**src/design/lesf_pkg.sv**
```systemverilog
// ----------------------------------------------------------------------------
// lesf_pkg
// Shared types and constants of the Laplace edge-strength filter.
// ----------------------------------------------------------------------------
`default_nettype none

package lesf_pkg;

  // line store geometry
  localparam int MAX_WIDTH = 1024;
  localparam int COL_W     = $clog2(MAX_WIDTH);
  localparam int ADDR_W    = COL_W + 1;
  localparam int DEPTH     = 2 * MAX_WIDTH;

  // field widths
  localparam int CH_W       = 8;
  localparam int PIX_W      = 3 * CH_W;
  localparam int KEPT_W     = CH_W - 1;
  localparam int WIDTH_W    = 11;
  localparam int HEIGHT_W   = 16;
  localparam int KEEP_W     = 3;
  localparam int POS_X_W    = 10;
  localparam int POS_Y_W    = 16;
  localparam int STRENGTH_W = 11;

  localparam logic [STRENGTH_W-1:0] STRENGTH_MAX = 11'd1524;

  // configuration port
  localparam int CFG_IDX_W  = 2;
  localparam int CFG_DATA_W = 16;

  localparam logic [WIDTH_W-1:0]  WIDTH_RST  = 11'd640;
  localparam logic [HEIGHT_W-1:0] HEIGHT_RST = 16'd480;
  localparam logic [KEEP_W-1:0]   KEEP_RST   = 3'd4;

  typedef enum logic [CFG_IDX_W-1:0] {
    REG_IMAGE_WIDTH  = 2'd0,
    REG_IMAGE_HEIGHT = 2'd1,
    REG_KEEP_BITS    = 2'd2
  } cfg_reg_e;

  typedef logic [PIX_W-1:0] pix_t;

  // which of the four neighbours lie inside the image
  typedef struct packed {
    logic up;
    logic down;
    logic left;
    logic right;
  } nb_en_t;

endpackage

`default_nettype wire

```
**src/design/lesf_strength.sv**
```systemverilog
// ----------------------------------------------------------------------------
// lesf_strength
// Four-neighbour Laplace magnitude of one pixel, summed over R, G and B.
// ----------------------------------------------------------------------------
`default_nettype none

module lesf_strength (
  input  logic [lesf_pkg::KEEP_W-1:0]     keep_i,
  input  lesf_pkg::pix_t                  centre_i,
  input  lesf_pkg::pix_t                  up_i,
  input  lesf_pkg::pix_t                  down_i,
  input  lesf_pkg::pix_t                  left_i,
  input  lesf_pkg::pix_t                  right_i,
  input  lesf_pkg::nb_en_t                nb_en_i,
  output logic [lesf_pkg::STRENGTH_W-1:0] strength_o
);
  import lesf_pkg::*;

  logic [3:0]        shift;
  logic [2:0]        n_nb;
  logic [KEPT_W-1:0] ctr  [3];
  logic [KEPT_W-1:0] up   [3];
  logic [KEPT_W-1:0] dn   [3];
  logic [KEPT_W-1:0] lf   [3];
  logic [KEPT_W-1:0] rt   [3];
  logic [8:0]        nsum [3];
  logic [9:0]        prod [3];
  logic [9:0]        mag  [3];

  // keep_bits of 0 shifts by 8, which clears the channel
  assign shift = 4'd8 - 4'(keep_i);
  assign n_nb  = 3'(nb_en_i.up) + 3'(nb_en_i.down) + 3'(nb_en_i.left) + 3'(nb_en_i.right);

  always_comb begin
    for (int k = 0; k < 3; k++) begin
      ctr[k]  = KEPT_W'(centre_i[CH_W*k +: CH_W] >> shift);
      up[k]   = nb_en_i.up    ? KEPT_W'(up_i[CH_W*k +: CH_W] >> shift)    : '0;
      dn[k]   = nb_en_i.down  ? KEPT_W'(down_i[CH_W*k +: CH_W] >> shift)  : '0;
      lf[k]   = nb_en_i.left  ? KEPT_W'(left_i[CH_W*k +: CH_W] >> shift)  : '0;
      rt[k]   = nb_en_i.right ? KEPT_W'(right_i[CH_W*k +: CH_W] >> shift) : '0;
      nsum[k] = 9'(up[k]) + 9'(dn[k]) + 9'(lf[k]) + 9'(rt[k]);
      prod[k] = 10'({3'b0, ctr[k]} * {7'b0, n_nb});
      if (prod[k] >= 10'(nsum[k])) begin
        mag[k] = prod[k] - 10'(nsum[k]);
      end else begin
        mag[k] = 10'(nsum[k]) - prod[k];
      end
    end
  end

  assign strength_o = STRENGTH_W'(mag[0]) + STRENGTH_W'(mag[1]) + STRENGTH_W'(mag[2]);

endmodule

`default_nettype wire

```
**config.mk**
```make
export PLATFORM = sky130hd
export DESIGN_NAME = lesf_strength
export DESIGN_NICKNAME = d
export VERILOG_FILES = /design/src/design/lesf_pkg.sv /design/src/design/lesf_strength.sv
export SDC_FILE = /design/constraint.sdc
export NUM_CORES = 1
export LEC_CHECK = 0
export BUFFER_PORTS_ARGS = -buffer_cell sky130_fd_sc_hd__buf_2
export CAP_MARGIN = 0
export CORE_MARGIN = 5
export CORE_UTILIZATION = 65
export DETAILED_ROUTE_END_ITERATION = 8
export PLACE_DENSITY = 0.95
export SYNTH_ARGS = -nofsm -noshare
export SYNTH_HDL_FRONTEND = slang
export SYNTH_SLANG_ARGS = --single-unit
export TNS_END_PERCENT = 30
```
**constraint.sdc**
```tcl
create_clock -name vclk -period 50.3
set_input_delay 15.09 -clock vclk [all_inputs]
set_output_delay 15.09 -clock vclk [all_outputs]
set_load 0.005 [all_outputs]
```
### Yosys cells after proc, flatten, opt, wreduce, memory -nomap -nowiden

Index checks and enable logic that the tools add are counted.

| operators by class | value |
|---|---|
| $add $sub $neg | 21 |
| multipliers | 3 |
| $lt $le $gt $ge | 3 |
| shift operators | 15 |
| multiplexer cells | 15 |

Operators with widths:

| kind | number |
|---|---|
| $shr A8 B4 Y7 | 15 |
| $mux W7 | 12 |
| $ge A10 B9 Y1 | 3 |
| $mul A7 B3 Y10 | 3 |
| $mux W10 | 3 |
| $sub A10 B9 Y10 | 3 |
| $sub A9 B10 Y10 | 3 |
| $add A8 B7 Y9 | 3 |
| $add A9 B7 Y9 | 3 |
| $add A7 B7 Y8 | 3 |
| $add A10 B10 Y11 | 1 |
| $add A11 B10 Y11 | 1 |
| $sub A4 B3 Y4 const A | 1 |
| $add A2 B1 Y3 | 1 |
| $add A3 B1 Y3 | 1 |
| $add A1 B1 Y2 | 1 |

| storage, ports and cells | value |
|---|---|
| bits of input ports | 127 |
| bits in registers | 0 |
| logic and storage cells | 57 |
| output and inout bits | 11 |

### Logic depth before layout (Yosys ltp)

| logic depth | value |
|---|---|
| depth after elaboration | 10 |
| gate-level depth with buffers | 46 |
| depth with buffers taken out | 37 |

### Worst setup path before layout

Ideal clock, no wire load.

| timing path | value |
|---|---|
| path type | input to output |
| start | input port keep_i[0] in the netlist's numbering |
| end | output port strength_o[10] in the netlist's numbering |
| required time | 35,210 ps |
| cell stages on the path | 41 |
| slack | 11,773 ps |
| buffers on the path | 10 |
| arrival time | 23,437 ps |
| path through | buf_4 buf_4 clkinv_1 buf_2 buf_1 ha_1 clkbuf_1 buf_4 buf_6 buf_4 mux2_2 a21oi_1 o22ai_1 fa_1 fa_1 ha_1 fa_1 a21oi_1 (+5 left out) ha_1 buf_2 a21o_1 o21bai_1 o21a_2 nor3b_2 buf_6 mux2i_1 xnor2_1 fa_1 inv_1 ha_1 a21o_1 a21oi_1 o21a_1 o21ai_0 a21oi_1 xor2_1 |

| between the ends | value |
|---|---|
| longest elaborated chain between the ends | 10 |
| elaborated cells between the ends (all ways) | 54 |
| classes of those cells | add/sub (18); mul (3); order compare (3); shift (15); mux (15) |

RTL lines:

| what | line | text |
|---|---|---|
| start: declaration | lesf_strength.sv:8 | `input logic [lesf_pkg::KEEP_W-1:0] keep_i,` |
| $sub A4 B3 Y4 (*) | lesf_strength.sv:31 | `assign shift = 4'd8 - 4'(keep_i);` |
| $shr A8 B4 Y7 (on tied branches) | lesf_strength.sv:37, lesf_strength.sv:38 |  |
| $mux W7 (on tied branches) | lesf_strength.sv:37, lesf_strength.sv:38 |  |
| $add A7 B7 Y8 | lesf_strength.sv:41 | `nsum[k] = 9'(up[k]) + 9'(dn[k]) + 9'(lf[k]) + 9'(rt[k]);` |
| $add A8 B7 Y9 | lesf_strength.sv:41 |  |
| $add A9 B7 Y9 | lesf_strength.sv:41 |  |
| $sub A9 B10 Y10, or another cell as far along | lesf_strength.sv:46 | `mag[k] = 10'(nsum[k]) - prod[k];` |
| $mux W10 | lesf_strength.sv:43 | `if (prod[k] >= 10'(nsum[k])) begin` |
| $add A10 B10 Y11 | lesf_strength.sv:51 | `assign strength_o = STRENGTH_W'(mag[0]) + STRENGTH_W'(mag[1]) + STRENGTH_W'(mag[2]);` |
| $add A11 B10 Y11 (*) | lesf_strength.sv:51 |  |
| end: declaration | lesf_strength.sv:15 | `output logic [lesf_pkg::STRENGTH_W-1:0] strength_o` |

Every way passes the cells marked *; elsewhere a longest branch is shown, timed or not.

### Worst setup path after layout

Same ends and word-level chain as after synthesis.

==> reports/metrics.csv <==
metric,value,unit
worst_pin_slew,979,ps
place.gp.congestion,0.999,
maxCapViolations,0,
yosysWarnings,0,
slew_headroom,34.8,%
rsz0062_at_grt,false,
met1_usage,39.6,%
antenna_found_initial,2,
drcViolationCount,0,
ys_types,69,
grtUsageMet2,50.3,%
crit_path_frequent_cell,a21oi_1,
start_util,66.2,%
ant_nets,0,
synthDominantCellAreaShare,15.6,%
multiInputGateArea,9040,um2
routed_wl,28100,um
met3_usage,5.06,%
grt_start_max_net_pins,80,
tns,0,ps
mostFrequentLayoutCells,"177 x nand2_1, 177 x inv_1, 137 x buf_2",
cts.repair.resized,0,
synthTopCellsByArea,"fa_1 16%, ha_1 15%, mux2i_1 7.4%, mux4_2 7.2%, inv_1 6.6%",
crit_type,primary input to output port,
post_cts_buffers,0,
min_period,40580,ps
num_vias,9813,
fin_nets,1725,
yosysTopAreaCell,fa_1,
arrival,25490,ps
crit_path_end_kind,output port,
dr.pass1.iters,5,
port_buffers,138,
final-seq-area,0,um2
post_drt_wl_per_cell,17.7,um
hold_buffers,0,
die_area,18000,um2
drt_iter0_markers,944,
fillers,1179,
maxSlewViolCount,0,
core,15100,um2
grt_busiest_layer,met2,
setup_viol,0,
area_growth,6.69,%
hpwl,24000,um
hold_class,primary input to output port,
grt_pass1_vias,9504,
ioPinCount,138,
drive_gt1_share,16.3,%
die_w,134,um
fp.dieH,134,um
grt_overflow,0,
clock_buffers,0,
design.seq.count,0,
final_hold_viol_count,0,
n_antenna_cell,0,
syn_inst,1321,
status,finished clean,
grtUsageTotal,30.1,%
syn-num-nets,1643,
ys_seq_area_share,0,%
grt_pass1_wl,45400,um
critPathMaxStageDelay,1080,ps
row_count,45,
cp_max_fo,61,
fin_crit_sh,80.7,%
critPathLaunchType,primary input,
post_drt_via_cell_ratio,6.18,
postSynthAreaPerCell,7.59,um2
synth_area,10000,um2
slowest_stage,ha_4,
crit_required,35210,ps
fmax,0.0246,GHz
synthesized netlist by cell type, types with 2 or more instances:
| cell | count |
|---|---|
| xnor2_1 | 42 |
| a32o_1 | 2 |
| a21o_1 | 29 |
| nor3_1 | 14 |
| o211ai_1 | 9 |
| nand2b_1 | 13 |
| a22oi_1 | 2 |
| clkbuf_1 | 18 |
| o41ai_1 | 3 |
| inv_1 | 177 |
| a211oi_1 | 17 |
| nand4_1 | 5 |
| nor2_1 | 97 |
| fa_1 | 78 |
| nand3_1 | 15 |
| nand2_1 | 177 |
| and2_1 | 31 |
| a21boi_0 | 2 |
| and3_1 | 7 |
| buf_1 | 4 |
| buf_6 | 2 |
| ha_1 | 117 |
| o21ai_0 | 52 |
| or2_2 | 5 |
| o22ai_1 | 14 |
| nor3b_1 | 2 |
| a21oi_1 | 99 |
| o21bai_1 | 13 |
| mux4_2 | 32 |
| mux2_2 | 25 |
| mux2i_1 | 74 |
| xor2_1 | 21 |
| or3_1 | 5 |
| a32oi_1 | 3 |
| buf_2 | 29 |
| nor2b_1 | 20 |
| buf_4 | 12 |
| o21a_1 | 9 |
| a31oi_1 | 15 |
per-stage QoR:
step	hold WS [ps]	std cells	area (um2)	setup WS, ps	utilization, %
global placement	31380	1589	10700	10190	70.6
CTS	31390	1589	10700	9830	70.6
floorplan	30910	1321	10000	11770	-
finish	31430	1589	10700	9720	70.6
global route	31450	1589	10700	8940	70.6
detailed placement	31370	1589	10700	9840	70.6
area by class of cell:
type,count,area share [%]
repair buffers,146,7.04
multi-input cells,1077,84.5
well taps,188,2.20
inverters,178,6.25
cell families after synthesis:
logic type / after synthesis / synth area share (%)
xor gates and xnor gates: 64 / 5.67
muxes: 132 / 17.5
adders and majority gates: 195 / 30.2
AOI/OAI and AO/OA: 287 / 18.5
buffers and inverters: 244 / 10.1
and+or+nand+nor: 399 / 18.0
routing by layer:
layer,share of wire (%),vias to the layer above
li1,-,4645
met1,40,4520
met2,46,557
met3,9.9,87
met4,4.0,4
met5,0.11,-
worst max-delay path: cells and delay by family:
family                     cells  cell delay [ps]
buffers and inverters          5             1710
adders and majority gates      8             4090
xor gates and xnor gates       3              430
muxes                          1              300
AOI/OAI and AO/OA             13             2550
and+or+nand+nor                6             1270
path summary, 6_finish.rpt:
kind | from | end | slack (ps) | cells past startpoint
setup / recovery | keep_i[0] | strength_o[10] | 9720 | 36
hold / removal | nb_en_i[0] | strength_o[0] | 31430 | 7
Power is not shown: default switching activity piles up to over one toggle a cycle in this logic, so the estimate is an artifact.
